### config.mk
export PLATFORM = sky130hd
export DESIGN_NAME = pid_controller_antiwindup_top
export DESIGN_NICKNAME = d
export VERILOG_FILES = /design/src/hdl/pidc_pkg.sv /design/src/hdl/pidc_div.sv /design/src/hdl/pidc_dpath.sv /design/src/hdl/pidc_ctrl.sv /design/src/hdl/pid_controller_antiwindup_top.sv
export VERILOG_INCLUDE_DIRS = /design/src /design/src/hdl
export SDC_FILE = /design/constraint.sdc
export NUM_CORES = 2
export LEC_CHECK = 0
export BUFFER_PORTS_ARGS = -buffer_cell sky130_fd_sc_hd__buf_2
export CAP_MARGIN = 0
export CORE_AREA = 2 2 333 335
export DETAILED_ROUTE_END_ITERATION = 10
export DIE_AREA = 0 0 335 337
export PLACE_DENSITY = 0.59
export SYNTH_ARGS = -nofsm -noshare
export SYNTH_HDL_FRONTEND = slang
export SYNTH_SLANG_ARGS = --single-unit
export TNS_END_PERCENT = 10
### constraint.sdc
create_clock -name clk -period 11.2 [get_ports clk]
set_input_delay 0 -clock clk [delete_from_list [all_inputs] [get_ports clk]]
set_output_delay 0 -clock clk [all_outputs]
set_load 0.005 [all_outputs]
### src/hdl/assert_macros.svh
// ----------------------------------------------------------------------------
// Assertion macros
// Concurrent assertion wrappers, compiled away when SYNTHESIS is defined.
// ----------------------------------------------------------------------------
`ifndef ASSERT_MACROS_SVH
`define ASSERT_MACROS_SVH

`ifndef SYNTHESIS
// Check that an expression holds on every clock edge out of reset
`define ASSERT_ALWAYS(lbl, clk, rst, expr, msg) \
  lbl: assert property (@(posedge clk) disable iff (rst) (expr)) else $error(msg);
// Check that a consequent holds in the cycle of its antecedent
`define ASSERT_IMPLIES(lbl, clk, rst, ante, cons, msg) \
  lbl: assert property (@(posedge clk) disable iff (rst) (ante) |-> (cons)) else $error(msg);
// Check that a consequent holds in the cycle after its antecedent
`define ASSERT_NEXT(lbl, clk, rst, ante, cons, msg) \
  lbl: assert property (@(posedge clk) disable iff (rst) (ante) |=> (cons)) else $error(msg);
`else
`define ASSERT_ALWAYS(lbl, clk, rst, expr, msg)
`define ASSERT_IMPLIES(lbl, clk, rst, ante, cons, msg)
`define ASSERT_NEXT(lbl, clk, rst, ante, cons, msg)
`endif

`endif

### src/hdl/pidc_pkg.sv
// ----------------------------------------------------------------------------
// PID controller package
// Shared types, register indexes, codes and saturation helper.
// ----------------------------------------------------------------------------
package pidc_pkg;

  // Accumulator width for the three-product sum (exact, needs 49 bits)
  localparam int ACC_W = 50;
  // Width of the floored drive value (accumulator shifted right by 8)
  localparam int DRV_W = ACC_W - 8;
  // Working width for saturating arithmetic
  localparam int EXT_W = 44;

  localparam logic signed [31:0] I32_MAX = 32'sh7FFF_FFFF;
  localparam logic signed [31:0] I32_MIN = 32'sh8000_0000;

  // Configuration register indexes
  localparam logic [2:0] CFG_GAIN_P    = 3'd0;
  localparam logic [2:0] CFG_GAIN_I    = 3'd1;
  localparam logic [2:0] CFG_GAIN_D    = 3'd2;
  localparam logic [2:0] CFG_DRIVE_MAX = 3'd3;
  localparam logic [2:0] CFG_DRIVE_MIN = 3'd4;

  // Clamp status codes
  typedef enum logic [1:0] {
    CLAMP_NONE = 2'd0,
    CLAMP_HIGH = 2'd1,
    CLAMP_LOW  = 2'd2
  } clamp_t;

  // Operand pair for the shared multiplier
  typedef enum logic [1:0] {
    MSEL_P = 2'd0,
    MSEL_I = 2'd1,
    MSEL_D = 2'd2
  } mul_sel_t;

  // Configuration registers (all two's complement Q8.8)
  typedef struct packed {
    logic [15:0] gain_p;
    logic [15:0] gain_i;
    logic [15:0] gain_d;
    logic [15:0] drive_max;
    logic [15:0] drive_min;
  } cfg_t;

  // Controller to datapath commands
  typedef struct packed {
    logic     load;
    logic     div_start;
    logic     sign_fix;
    logic     mul_en;
    mul_sel_t mul_sel;
    logic     acc_clear;
    logic     acc_sub;
    logic     compare;
    logic     update;
  } dp_cmd_t;

  // Datapath to controller status
  typedef struct packed {
    logic zero_step;
    logic div_done;
  } dp_sts_t;

  // Saturate a wide signed value to the signed 32-bit range
  function automatic logic signed [31:0] sat32(input logic signed [EXT_W-1:0] v);
    logic signed [31:0] r;
    if (v > EXT_W'(I32_MAX)) begin
      r = I32_MAX;
    end else if (v < EXT_W'(I32_MIN)) begin
      r = I32_MIN;
    end else begin
      r = v[31:0];
    end
    return r;
  endfunction

endpackage

### src/hdl/pidc_div.sv
// ----------------------------------------------------------------------------
// Restoring divider
// Unsigned 32 by 16 bit division, one quotient bit per cycle.
// ----------------------------------------------------------------------------
module pidc_div (
  input  logic        clk,
  input  logic        rst,
  input  logic        start,
  input  logic [31:0] dividend,
  input  logic [15:0] divisor,
  output logic        done,
  output logic [31:0] quotient
);

  logic        busy;
  logic [4:0]  count;
  logic [15:0] rem;
  logic [16:0] trial;
  logic        fits;

  // Shift in the next dividend bit and test against the divisor
  assign trial = {rem, quotient[31]};
  assign fits  = trial >= {1'b0, divisor};

  // Control: run for 32 steps, pulse done after the last
  always_ff @(posedge clk) begin
    if (rst) begin
      busy  <= 1'b0;
      done  <= 1'b0;
      count <= '0;
    end else begin
      done <= 1'b0;
      if (start) begin
        busy  <= 1'b1;
        count <= '0;
      end else if (busy) begin
        count <= count + 5'd1;
        if (count == 5'd31) begin
          busy <= 1'b0;
          done <= 1'b1;
        end
      end
    end
  end

  // Datapath: remainder and quotient shift register
  always_ff @(posedge clk) begin
    if (start) begin
      rem      <= '0;
      quotient <= dividend;
    end else if (busy) begin
      rem      <= fits ? 16'(trial - {1'b0, divisor}) : trial[15:0];
      quotient <= {quotient[30:0], fits};
    end
  end

endmodule

### src/hdl/pidc_dpath.sv
// ----------------------------------------------------------------------------
// PID datapath
// Derivative, integral, shared multiplier, accumulator, clamp and outputs.
// ----------------------------------------------------------------------------
module pidc_dpath (
  input  logic              clk,
  input  logic              rst,
  input  pidc_pkg::cfg_t    cfg,
  input  logic [15:0]       error_sample,
  input  logic [15:0]       time_step,
  input  pidc_pkg::dp_cmd_t cmd,
  output pidc_pkg::dp_sts_t sts,
  output logic [15:0]       drive,
  output logic [1:0]        clamp_state,
  output logic              zero_step
);

  import pidc_pkg::*;

  // Loop state
  logic signed [15:0] previous_error;
  logic signed [31:0] error_integral;

  // Per-sample working registers
  logic signed [15:0] err;
  logic [15:0]        time_step_r;
  logic               zero_r;
  logic               diff_neg;
  logic [15:0]        diff_mag;
  logic signed [31:0] integ;
  logic signed [31:0] deriv;
  logic signed [47:0] prod;
  logic signed [ACC_W-1:0] acc;
  logic signed [31:0] overshoot;
  logic [15:0]        drive_val;
  clamp_t             clamp_r;

  // Combinational helpers
  logic signed [16:0] diff;
  logic [31:0]        quot;
  logic               div_done;
  logic signed [15:0] mul_a;
  logic signed [31:0] mul_b;
  logic signed [EXT_W-1:0] quot_ext;
  logic signed [DRV_W-1:0] drv;
  logic signed [DRV_W-1:0] hi;
  logic signed [DRV_W-1:0] lo;

  assign diff = 17'(signed'(error_sample)) - 17'(previous_error);

  // Divider for (diff * 65536) / dt on magnitudes
  pidc_div u_div (
    .clk      (clk),
    .rst      (rst),
    .start    (cmd.div_start),
    .dividend ({diff_mag, 16'h0000}),
    .divisor  (time_step_r),
    .done     (div_done),
    .quotient (quot)
  );

  assign sts.zero_step = zero_r;
  assign sts.div_done  = div_done;

  // Loop state: update previous error on load, integral after clamp
  always_ff @(posedge clk) begin
    if (rst) begin
      previous_error <= '0;
      error_integral <= '0;
    end else begin
      if (cmd.load) begin
        previous_error <= signed'(error_sample);
      end
      if (cmd.update) begin
        case (clamp_r)
          CLAMP_HIGH: error_integral <= sat32(EXT_W'(integ) - EXT_W'(overshoot));
          CLAMP_LOW:  error_integral <= sat32(EXT_W'(integ) + EXT_W'(overshoot));
          default:    error_integral <= integ;
        endcase
      end
    end
  end

  // Capture the sample, difference magnitude and updated integral
  always_ff @(posedge clk) begin
    if (cmd.load) begin
      err         <= signed'(error_sample);
      time_step_r <= time_step;
      zero_r      <= (time_step == 16'h0000);
      diff_neg    <= diff[16];
      diff_mag    <= diff[16] ? 16'(-diff) : diff[15:0];
      integ       <= sat32(EXT_W'(error_integral) + EXT_W'(signed'(error_sample)));
    end
  end

  // Apply sign to the quotient and saturate; zero step forces zero
  assign quot_ext = signed'({12'h000, quot});

  always_ff @(posedge clk) begin
    if (cmd.sign_fix) begin
      if (zero_r) begin
        deriv <= '0;
      end else begin
        deriv <= sat32(diff_neg ? -quot_ext : quot_ext);
      end
    end
  end

  // Select operands for the shared multiplier
  always_comb begin
    case (cmd.mul_sel)
      MSEL_P: begin
        mul_a = signed'(cfg.gain_p);
        mul_b = 32'(err);
      end
      MSEL_I: begin
        mul_a = signed'(cfg.gain_i);
        mul_b = integ;
      end
      MSEL_D: begin
        mul_a = signed'(cfg.gain_d);
        mul_b = deriv;
      end
      default: begin
        mul_a = '0;
        mul_b = '0;
      end
    endcase
  end

  // Register each product and subtract it from the sum in the next cycle
  always_ff @(posedge clk) begin
    if (cmd.mul_en) begin
      prod <= mul_a * mul_b;
    end
    if (cmd.acc_clear) begin
      acc <= '0;
    end else if (cmd.acc_sub) begin
      acc <= acc - ACC_W'(prod);
    end
  end

  // Floor to Q.8 and compare with limits; upper limit has priority
  assign drv = signed'(acc[ACC_W-1:8]);
  assign hi  = DRV_W'(signed'(cfg.drive_max));
  assign lo  = DRV_W'(signed'(cfg.drive_min));

  always_ff @(posedge clk) begin
    if (cmd.compare) begin
      if (drv > hi) begin
        clamp_r   <= CLAMP_HIGH;
        overshoot <= sat32(EXT_W'(drv) - EXT_W'(hi));
        drive_val <= cfg.drive_max;
      end else if (drv < lo) begin
        clamp_r   <= CLAMP_LOW;
        overshoot <= sat32(EXT_W'(lo) - EXT_W'(drv));
        drive_val <= cfg.drive_min;
      end else begin
        clamp_r   <= CLAMP_NONE;
        overshoot <= '0;
        drive_val <= drv[15:0];
      end
    end
  end

  // Output register, loaded once the previous beat has left
  always_ff @(posedge clk) begin
    if (cmd.update) begin
      drive       <= drive_val;
      clamp_state <= clamp_r;
      zero_step   <= zero_r;
    end
  end

endmodule

### src/hdl/pidc_ctrl.sv
// ----------------------------------------------------------------------------
// PID controller sequencer
// Steps the datapath through divide (skipped on a zero time step), multiply, clamp and output.
// ----------------------------------------------------------------------------
module pidc_ctrl (
  input  logic              clk,
  input  logic              rst,
  input  logic              in_valid,
  output logic              in_ready,
  output logic              out_valid,
  input  logic              out_ready,
  output pidc_pkg::dp_cmd_t cmd,
  input  pidc_pkg::dp_sts_t sts
);

  import pidc_pkg::*;

  typedef enum logic [9:0] {
    S_IDLE  = 10'b00_0000_0001,
    S_START = 10'b00_0000_0010,
    S_DIV   = 10'b00_0000_0100,
    S_SIGN  = 10'b00_0000_1000,
    S_MUL_P = 10'b00_0001_0000,
    S_MUL_I = 10'b00_0010_0000,
    S_MUL_D = 10'b00_0100_0000,
    S_ACC   = 10'b00_1000_0000,
    S_CMP   = 10'b01_0000_0000,
    S_UPD   = 10'b10_0000_0000
  } state_t;

  state_t state;
  state_t state_next;
  logic   out_free;

  assign in_ready = (state == S_IDLE);
  assign out_free = !out_valid || out_ready;

  // Next state and commands
  always_comb begin
    state_next    = state;
    cmd           = '0;
    cmd.mul_sel   = MSEL_P;
    case (state)
      S_IDLE: begin
        if (in_valid) begin
          cmd.load   = 1'b1;
          state_next = S_START;
        end
      end
      S_START: begin
        if (sts.zero_step) begin
          state_next = S_SIGN;
        end else begin
          cmd.div_start = 1'b1;
          state_next    = S_DIV;
        end
      end
      S_DIV: begin
        if (sts.div_done) begin
          state_next = S_SIGN;
        end
      end
      S_SIGN: begin
        cmd.sign_fix = 1'b1;
        state_next   = S_MUL_P;
      end
      S_MUL_P: begin
        cmd.mul_en    = 1'b1;
        cmd.mul_sel   = MSEL_P;
        cmd.acc_clear = 1'b1;
        state_next    = S_MUL_I;
      end
      S_MUL_I: begin
        cmd.mul_en  = 1'b1;
        cmd.mul_sel = MSEL_I;
        cmd.acc_sub = 1'b1;
        state_next  = S_MUL_D;
      end
      S_MUL_D: begin
        cmd.mul_en  = 1'b1;
        cmd.mul_sel = MSEL_D;
        cmd.acc_sub = 1'b1;
        state_next  = S_ACC;
      end
      S_ACC: begin
        cmd.acc_sub = 1'b1;
        state_next  = S_CMP;
      end
      S_CMP: begin
        cmd.compare = 1'b1;
        state_next  = S_UPD;
      end
      S_UPD: begin
        // Hold until the output register is free
        if (out_free) begin
          cmd.update = 1'b1;
          state_next = S_IDLE;
        end
      end
      default: begin
        state_next = S_IDLE;
      end
    endcase
  end

  // State and output valid
  always_ff @(posedge clk) begin
    if (rst) begin
      state     <= S_IDLE;
      out_valid <= 1'b0;
    end else begin
      state <= state_next;
      if (cmd.update) begin
        out_valid <= 1'b1;
      end else if (out_ready) begin
        out_valid <= 1'b0;
      end
    end
  end

endmodule

### src/hdl/pid_controller_antiwindup_top.sv
// ----------------------------------------------------------------------------
// PID controller with output clamp and integral anti-windup
// Top level: configuration registers, sequencer and datapath.
// ----------------------------------------------------------------------------
// One sample is processed at a time. The derivative is formed by the
// one-bit-per-cycle divider (32 steps); a sample with a zero time step
// skips the divider. The three gain products share one 16x32
// multiplier, one product per cycle. The result sits in an output
// register, so the next sample is taken while it waits for out_ready.
// Configuration writes land at once and must only be issued while no
// sample is in flight.

`include "assert_macros.svh"

module pid_controller_antiwindup_top (
  input  logic        clk,
  input  logic        rst,
  input  logic        cfg_write,
  input  logic [2:0]  cfg_index,
  input  logic [15:0] cfg_data,
  input  logic        in_valid,
  output logic        in_ready,
  input  logic [15:0] error_sample,
  input  logic [15:0] time_step,
  output logic        out_valid,
  input  logic        out_ready,
  output logic [15:0] drive,
  output logic [1:0]  clamp_state,
  output logic        zero_step
);

  import pidc_pkg::*;

  cfg_t    cfg;
  dp_cmd_t dp_cmd;
  dp_sts_t dp_sts;

  // Configuration registers; unknown indexes are dropped
  always_ff @(posedge clk) begin
    if (rst) begin
      cfg.gain_p    <= 16'h0000;
      cfg.gain_i    <= 16'h0000;
      cfg.gain_d    <= 16'h0000;
      cfg.drive_max <= 16'h7FFF;
      cfg.drive_min <= 16'h8000;
    end else if (cfg_write) begin
      case (cfg_index)
        CFG_GAIN_P:    cfg.gain_p    <= cfg_data;
        CFG_GAIN_I:    cfg.gain_i    <= cfg_data;
        CFG_GAIN_D:    cfg.gain_d    <= cfg_data;
        CFG_DRIVE_MAX: cfg.drive_max <= cfg_data;
        CFG_DRIVE_MIN: cfg.drive_min <= cfg_data;
        default: ;
      endcase
    end
  end

  pidc_ctrl u_ctrl (
    .clk       (clk),
    .rst       (rst),
    .in_valid  (in_valid),
    .in_ready  (in_ready),
    .out_valid (out_valid),
    .out_ready (out_ready),
    .cmd       (dp_cmd),
    .sts       (dp_sts)
  );

  pidc_dpath u_dpath (
    .clk          (clk),
    .rst          (rst),
    .cfg          (cfg),
    .error_sample (error_sample),
    .time_step    (time_step),
    .cmd          (dp_cmd),
    .sts          (dp_sts),
    .drive        (drive),
    .clamp_state  (clamp_state),
    .zero_step    (zero_step)
  );

  // One sample at a time: no accept in the cycle after an accept
  `ASSERT_NEXT(a_one_in_flight, clk, rst, in_valid && in_ready, !in_ready, "second beat accepted while busy")
  // A new result beat only comes from an output register load
  `ASSERT_IMPLIES(a_out_from_update, clk, rst, $rose(out_valid), $past(dp_cmd.update), "result beat without output load")
  // The divider is never started on a zero time step
  `ASSERT_IMPLIES(a_no_div_by_zero, clk, rst, dp_cmd.div_start, !dp_sts.zero_step, "divider started with zero time step")
  // The output register is never loaded over a waiting beat
  `ASSERT_IMPLIES(a_no_overwrite, clk, rst, dp_cmd.update, !out_valid || out_ready, "waiting result beat overwritten")

endmodule
* Yosys cells after proc, flatten, opt, wreduce, memory -nomap -nowiden
Cells that the tools add are included.
Operators by class: $mul 1, add/subtract/negate cells 11, order comparisons 15, bitwise gates (word level) 1, equal/unequal tests 22, reduce and logical (&&, ||, !) cells 17, muxes and demuxes 46
Operators with widths (count):
- 32-bit 2-to-1 mux | 14
- 44-bit by 32-bit greater-than comparator with 1-bit output (second input constant) | 6
- 44-bit by 32-bit less-than comparator with 1-bit output (second input constant) | 6
- 10-bit case mux with 10 select lines | 1
- 32-bit case mux with 3 select lines | 1
- 16-bit 2-to-1 mux | 4
- 32-bit case mux with 2 select lines | 1
- 50-bit by 48-bit subtractor with 50-bit output | 1
- 16-bit by 32-bit multiplier with 48-bit output | 1
- 16-bit case mux with 3 select lines | 1
- 44-bit 2-to-1 mux | 1
- 32-bit negator with 44-bit output | 1
- 16-bit by 42-bit subtractor with 43-bit output | 1
- 42-bit by 16-bit subtractor with 43-bit output | 1
- 42-bit by 16-bit greater-than comparator with 1-bit output | 1
- 42-bit by 16-bit less-than comparator with 1-bit output | 1
- 32-bit by 16-bit adder with 33-bit output | 1
- 32-bit by 32-bit adder with 33-bit output | 1
- 32-bit by 32-bit subtractor with 33-bit output | 1
- 31-bit 2-to-1 mux | 1
- 10-bit 2-to-1 mux | 3
- 17-bit by 16-bit greater-or-equal comparator with 1-bit output | 1
- 16-bit by 16-bit subtractor with 17-bit output | 1
- 16-bit zero test | 1
- other kinds (35) | 61
Storage, ports and cells: bits of input ports 56, output and inout port bits 21, flip-flop bits (word level) 475, word-level logic and storage cells 144

* Depth between registers and ports, before layout
depth in word-level cells 6, depth in mapped cells 36, mapped depth without buffers 32

* By module
Synthesis repeated with hierarchy kept, for this count alone.
Unflattened totals: cell total of the unflattened synthesis 5998, area, all modules 52223.8 µm²
By module, submodules not included:
- pidc_dpath | cells an instance 5305, instances 1, sequential area each 8898.5 µm², area an instance 45139.5 µm²
- pid_controller_antiwindup_top | cells an instance 300, instances 1, sequential area each 1601.5 µm², area an instance 3221.8 µm²
- pidc_div | cells an instance 307, instances 1, sequential area each 1421.4 µm², area an instance 3186.8 µm²
- pidc_ctrl | cells an instance 86, instances 1, sequential area each 220.2 µm², area an instance 675.6 µm²

* Least setup slack after synthesis
Ideal clock, no wire load.
path type flip-flop to flip-flop, start register u_ctrl.state[0], end register u_dpath.prod[47], data pin, required time 10.940 ns, path buffers 3, cell stages (with the launch flop) 34, setup slack 1.924 ns, setup time 0.260 ns, arrival 9.016 ns, period minus slack after synthesis 9.276 ns, cells stage by stage dfxtp_1 or4_1 nor3_1 nand2_1 nor3b_2 nor2_1 and2_1 clkbuf_1 clkbuf_1 buf_1 a221oi_2 nor2_1 fa_1 inv_1 fa_1 fa_1 inv_1 fa_1 fa_1 inv_1 fa_1 inv_1 ha_1 o21a_1 o21ai_0 a2111o_1 o22ai_1 a2111oi_0 o41ai_1 a41oi_1 o31a_1 o21ai_0 a21oi_1 xnor2_1
On the way: word-level cells in the longest chain between the ends 5, elaborated cells on any way between the ends 10, classes of those cells mul: 1; eq/ne: 5; mux: 3; reduce/logical: 1
Ends and longest elaborated chain:
- start: declaration | line pidc_ctrl.sv:31 | state_t state;
- start signal: assignment | line pidc_ctrl.sv:112 | state <= state_next;
- 10-bit by 7-bit equality test with 1-bit output (tied with other cells) | line pidc_ctrl.sv:43 | case (state)
- 3-bit case mux with 3 select lines * | line pidc_ctrl.sv:43
- 2-bit equality test (tied with other cells) | line pidc_dpath.sv:111 | case (cmd.mul_sel)
- 16-bit case mux with 3 select lines / 32-bit case mux with 3 select lines (equally long branches) | line pidc_dpath.sv:111
- 16-bit by 32-bit multiplier with 48-bit output * | line pidc_dpath.sv:134 | prod <= mul_a * mul_b;
- end signal: assignment | line pidc_dpath.sv:134
- end: declaration | line pidc_dpath.sv:32 | logic signed [47:0] prod;
Mark *: on every way between the ends. The rest lies on a longest branch, timed or not. A chain may end at the register's enable or synchronous reset.

* Worst setup path in the final report
start register u_ctrl.state[1], end register u_dpath.prod[47], data pin
Same word-level chain as after synthesis.

==> metrics.txt <==
Fin. Hold Viols=0; first-pass GRT wire length=258,300 um; status=complete, no violations; row count=122; post_cts resized=0; hold path endpoint=u_dpath.time_step_r[2]; Hold Crit Class=primary input to flip-flop; GP Congestion=between 0.9 and 1; Setup WS pre-CTS=606.8 ps; layout net count=6,972; P_leak=0.02501 uW; RSZ-0062 raised after global routing=no; # setup viols final=0; placed insts=7,356; Worst Tran Pin Value=1343 ps; Top FF cell, synth=edfxtp_1; Pre-antenna DRT Iters=6; final worst path period share=between 90 and 100%; clock buffer depth=3; Synth Register Bits=475; PD cells=roughly 110 nW/um2; Crit Path Max Fanout=68; Critical Path Source=u_ctrl.state[1]; non-filler instance count after layout=7,516; antenna viol nets, final=0; total core area=109,600 um2; crit path DAT=between 10,000 and 15,000 ps; largest stage delay on the critical path=~720 ps; Vias per Instance=between 5 and 6; FMAX=0.09336 GHz; Cells after Synth=slightly above 6,000; grt met3 use=6.350%; RR Endpoint=u_dpath.prod[47]; relative slew slack=9.317%; # IOs=77; largest net degree at the start of global routing=94; number of clock sinks=around 480; Post-Syn Nets=6,972; leading area contributor after synthesis=fa_1; mean area per synthesized cell=8.469 um2; vias in the first global route=around 42,000; routed len/inst=22.49 um; Die ar.=approximately 110,000 um2; GRT Overall Usage=30.03%; Worst path most repeated cell=fa_1; DP Wirelength=134,600 um; Worst Skew=53.79 ps; max-slew violations=0; Worst Path Class, Setup=flip-flop to flip-flop; TritonCTS Buffers=56; Final Hold Slack=62.81 ps; grt ovf=0; Worst Reg-to-Reg Cells=31; total design power=between 6000 and 7000 uW; Async S/R FF share, synth=0%; clock slew at reported path FFs=~80 ps; hold wc startpoint=time_step[2]; die height=337 um; Setup TNS=0 ps; layout cell share with drive strength beyond 1=6.077%; Worst Path Required=around 12,000 ps; final WL=169,000 um; Final min period=10,710 ps; startpoint types=flip-flop; P&R area growth vs syn=8.406%; post-synth top area share=a little under 20%; synth top area cells=fa_1 19%, edfxtp_1 14%, ha_1 9.3%; initial core utilization=46.68%; Vias=43,570; r2r startpoint=u_ctrl.state[1]; sequential cell area fraction in the yosys report=23.42%; IO Port Bufs=between 70 and 80; Die W=335 um; Yosys cell types=97; GR Util met2=between 40% and 50%; root buf cell=clkbuf_16; TritonCTS clock tree=done; final worst slack=489.2 ps; DRC=0; clk_lat worst skew=680 ps; max-cap violation count=0; Crit-path slowest cell=nand2_1; cell area after synthesis=51,160 um2; reg2reg setup slack=490 ps; Hold Crit Depth=2; Starting DRT DRC Count=3,987; CTS H-tree depth=2; global routing's busiest layer=met2; Max VDD drop=0.1887 mV; endpoint type of the worst setup path=flip-flop; Post-synth EDFFs=247; Ys Warns=0; met1 Use GR=40.05%; antenna violations before repair=9
sequential cells by signal, summed over array words and instances, names as in the netlist, 5 cells and up:
| signal | count |
|---|---|
| cfg | 80 |
| u_dpath.acc | 50 |
| u_dpath.prod | 48 |
| u_dpath.deriv | 32 |
| u_dpath.error_integral | 32 |
| u_dpath.integ | 32 |
| u_dpath.overshoot | 32 |
| u_dpath.u_div.quotient | 32 |
| u_dpath.diff_mag | 16 |
| u_dpath.drive | 16 |
| u_dpath.drive_val | 16 |
| u_dpath.err | 16 |
| u_dpath.previous_error | 16 |
| u_dpath.time_step_r | 16 |
| u_dpath.u_div.rem | 16 |
| u_ctrl.state | 10 |
| u_dpath.u_div.count | 5 |
per-stage QoR:
step	area, um2	utilization (%)
2_1_floorplan	51160	-
3_3_place_gp	52970	48.33
3_5_place_dp	52970	48.33
4_1_cts	55450	50.59
5_1_grt	55460	50.60
6_report	55460	50.60
area by class of cell:
| class | instances | area, um2 |
|---|---|---|
| Fill cell | 10600 | 54140 |
| Multi-Input combinational cell | 4433 | 34980 |
| Sequential cell | 475 | 11980 |
| Inverter | 872 | 3276 |
| Tap cell | 1426 | 1784 |
| Clock buffer | 70 | 1567 |
| Timing Repair Buffer | 203 | 1464 |
| Clock inverter | 36 | 399.1 |
| Antenna cell | 1 | 2.502 |
Yosys cell counts (50+ instances only):
library cell	number
clkbuf_1	213
dfxtp_1	228
inv_1	868
nor2_1	556
fa_1	494
edfxtp_1	247
a21o_1	115
nand3_1	102
a21oi_1	456
o21ai_0	230
ha_1	381
xor2_1	104
nor3_1	81
nand2_1	790
o221ai_1	50
xnor2_1	149
timing repair:
item / CTS / global route
buffers inserted: 0 / 0
hold endpoints to repair: 149 / 0
hold buffers: 52 / 0
where the power goes:
| part | switching [uW] | internal [uW] | leakage [uW] | total [uW] |
|---|---|---|---|---|
| Sequential | 133 | 1990 | 0.00414 | 2120 |
| Clock | 834 | 1120 | 0.000950 | 1960 |
| Combinational | 1260 | 674 | 0.0199 | 1930 |
| Total | 2220 | 3780 | 0.0250 | 6010 |
worst max-delay path: cells and delay by family, from the launching register on:
kind | cells | cell delay [ps]
adders and majority gates | 7 | 3570
AOI/OAI and AO/OA | 11 | 2780
buffers and inverters | 6 | 1210
DFF | 1 | 370
xor gates and xnor gates | 1 | 120
and+or+nand+nor | 6 | 2330
cells in the final DEF (no fill, tap or decap), drive strengths merged, types with 102 or more instances in the layout:
| master | n |
|---|---|
| fa | 494 |
| nor2 | 556 |
| a21oi | 456 |
| buf | 151 |
| ha | 381 |
| inv | 879 |
| xnor2 | 149 |
| nand3 | 102 |
| dfxtp | 228 |
| o21ai | 263 |
| a21o | 115 |
| nand2 | 791 |
| xor2 | 104 |
| edfxtp | 247 |
routing by layer:
| metal | wire [um] | up-vias |
|---|---|---|
| li1 | - | 20400 |
| met1 | 71230 | 21210 |
| met4 | 6445 | 2 |
| met3 | 14240 | 295 |
| met2 | 77090 | 1663 |
| met5 | 13 | - |
how the worst max path moves through the flow:
stage,slack (ps),end
6_report,490,u_dpath.prod[47]
5_1_grt,20,u_dpath.prod[47]
4_1_cts,610,u_dpath.prod[47]
3_5_place_dp,610,u_dpath.prod[47]
3_3_place_gp,810,u_dpath.prod[47]
2_1_floorplan,1920,u_dpath.prod[47]
cell families after synthesis:
| logic type | Yosys count | share of synthesized area [%] |
|---|---|---|
| flops | 475 | 23.42 |
| simple gates | 1873 | 16.26 |
| compound gates | 1385 | 17.93 |
| buf+inv | 1133 | 8.484 |
| fa+ha+maj | 879 | 28.73 |
| xor+xnor | 253 | 4.331 |
| mux | 43 | 0.8438 |
No activity file was read; power rests on OpenSTA's default activity.
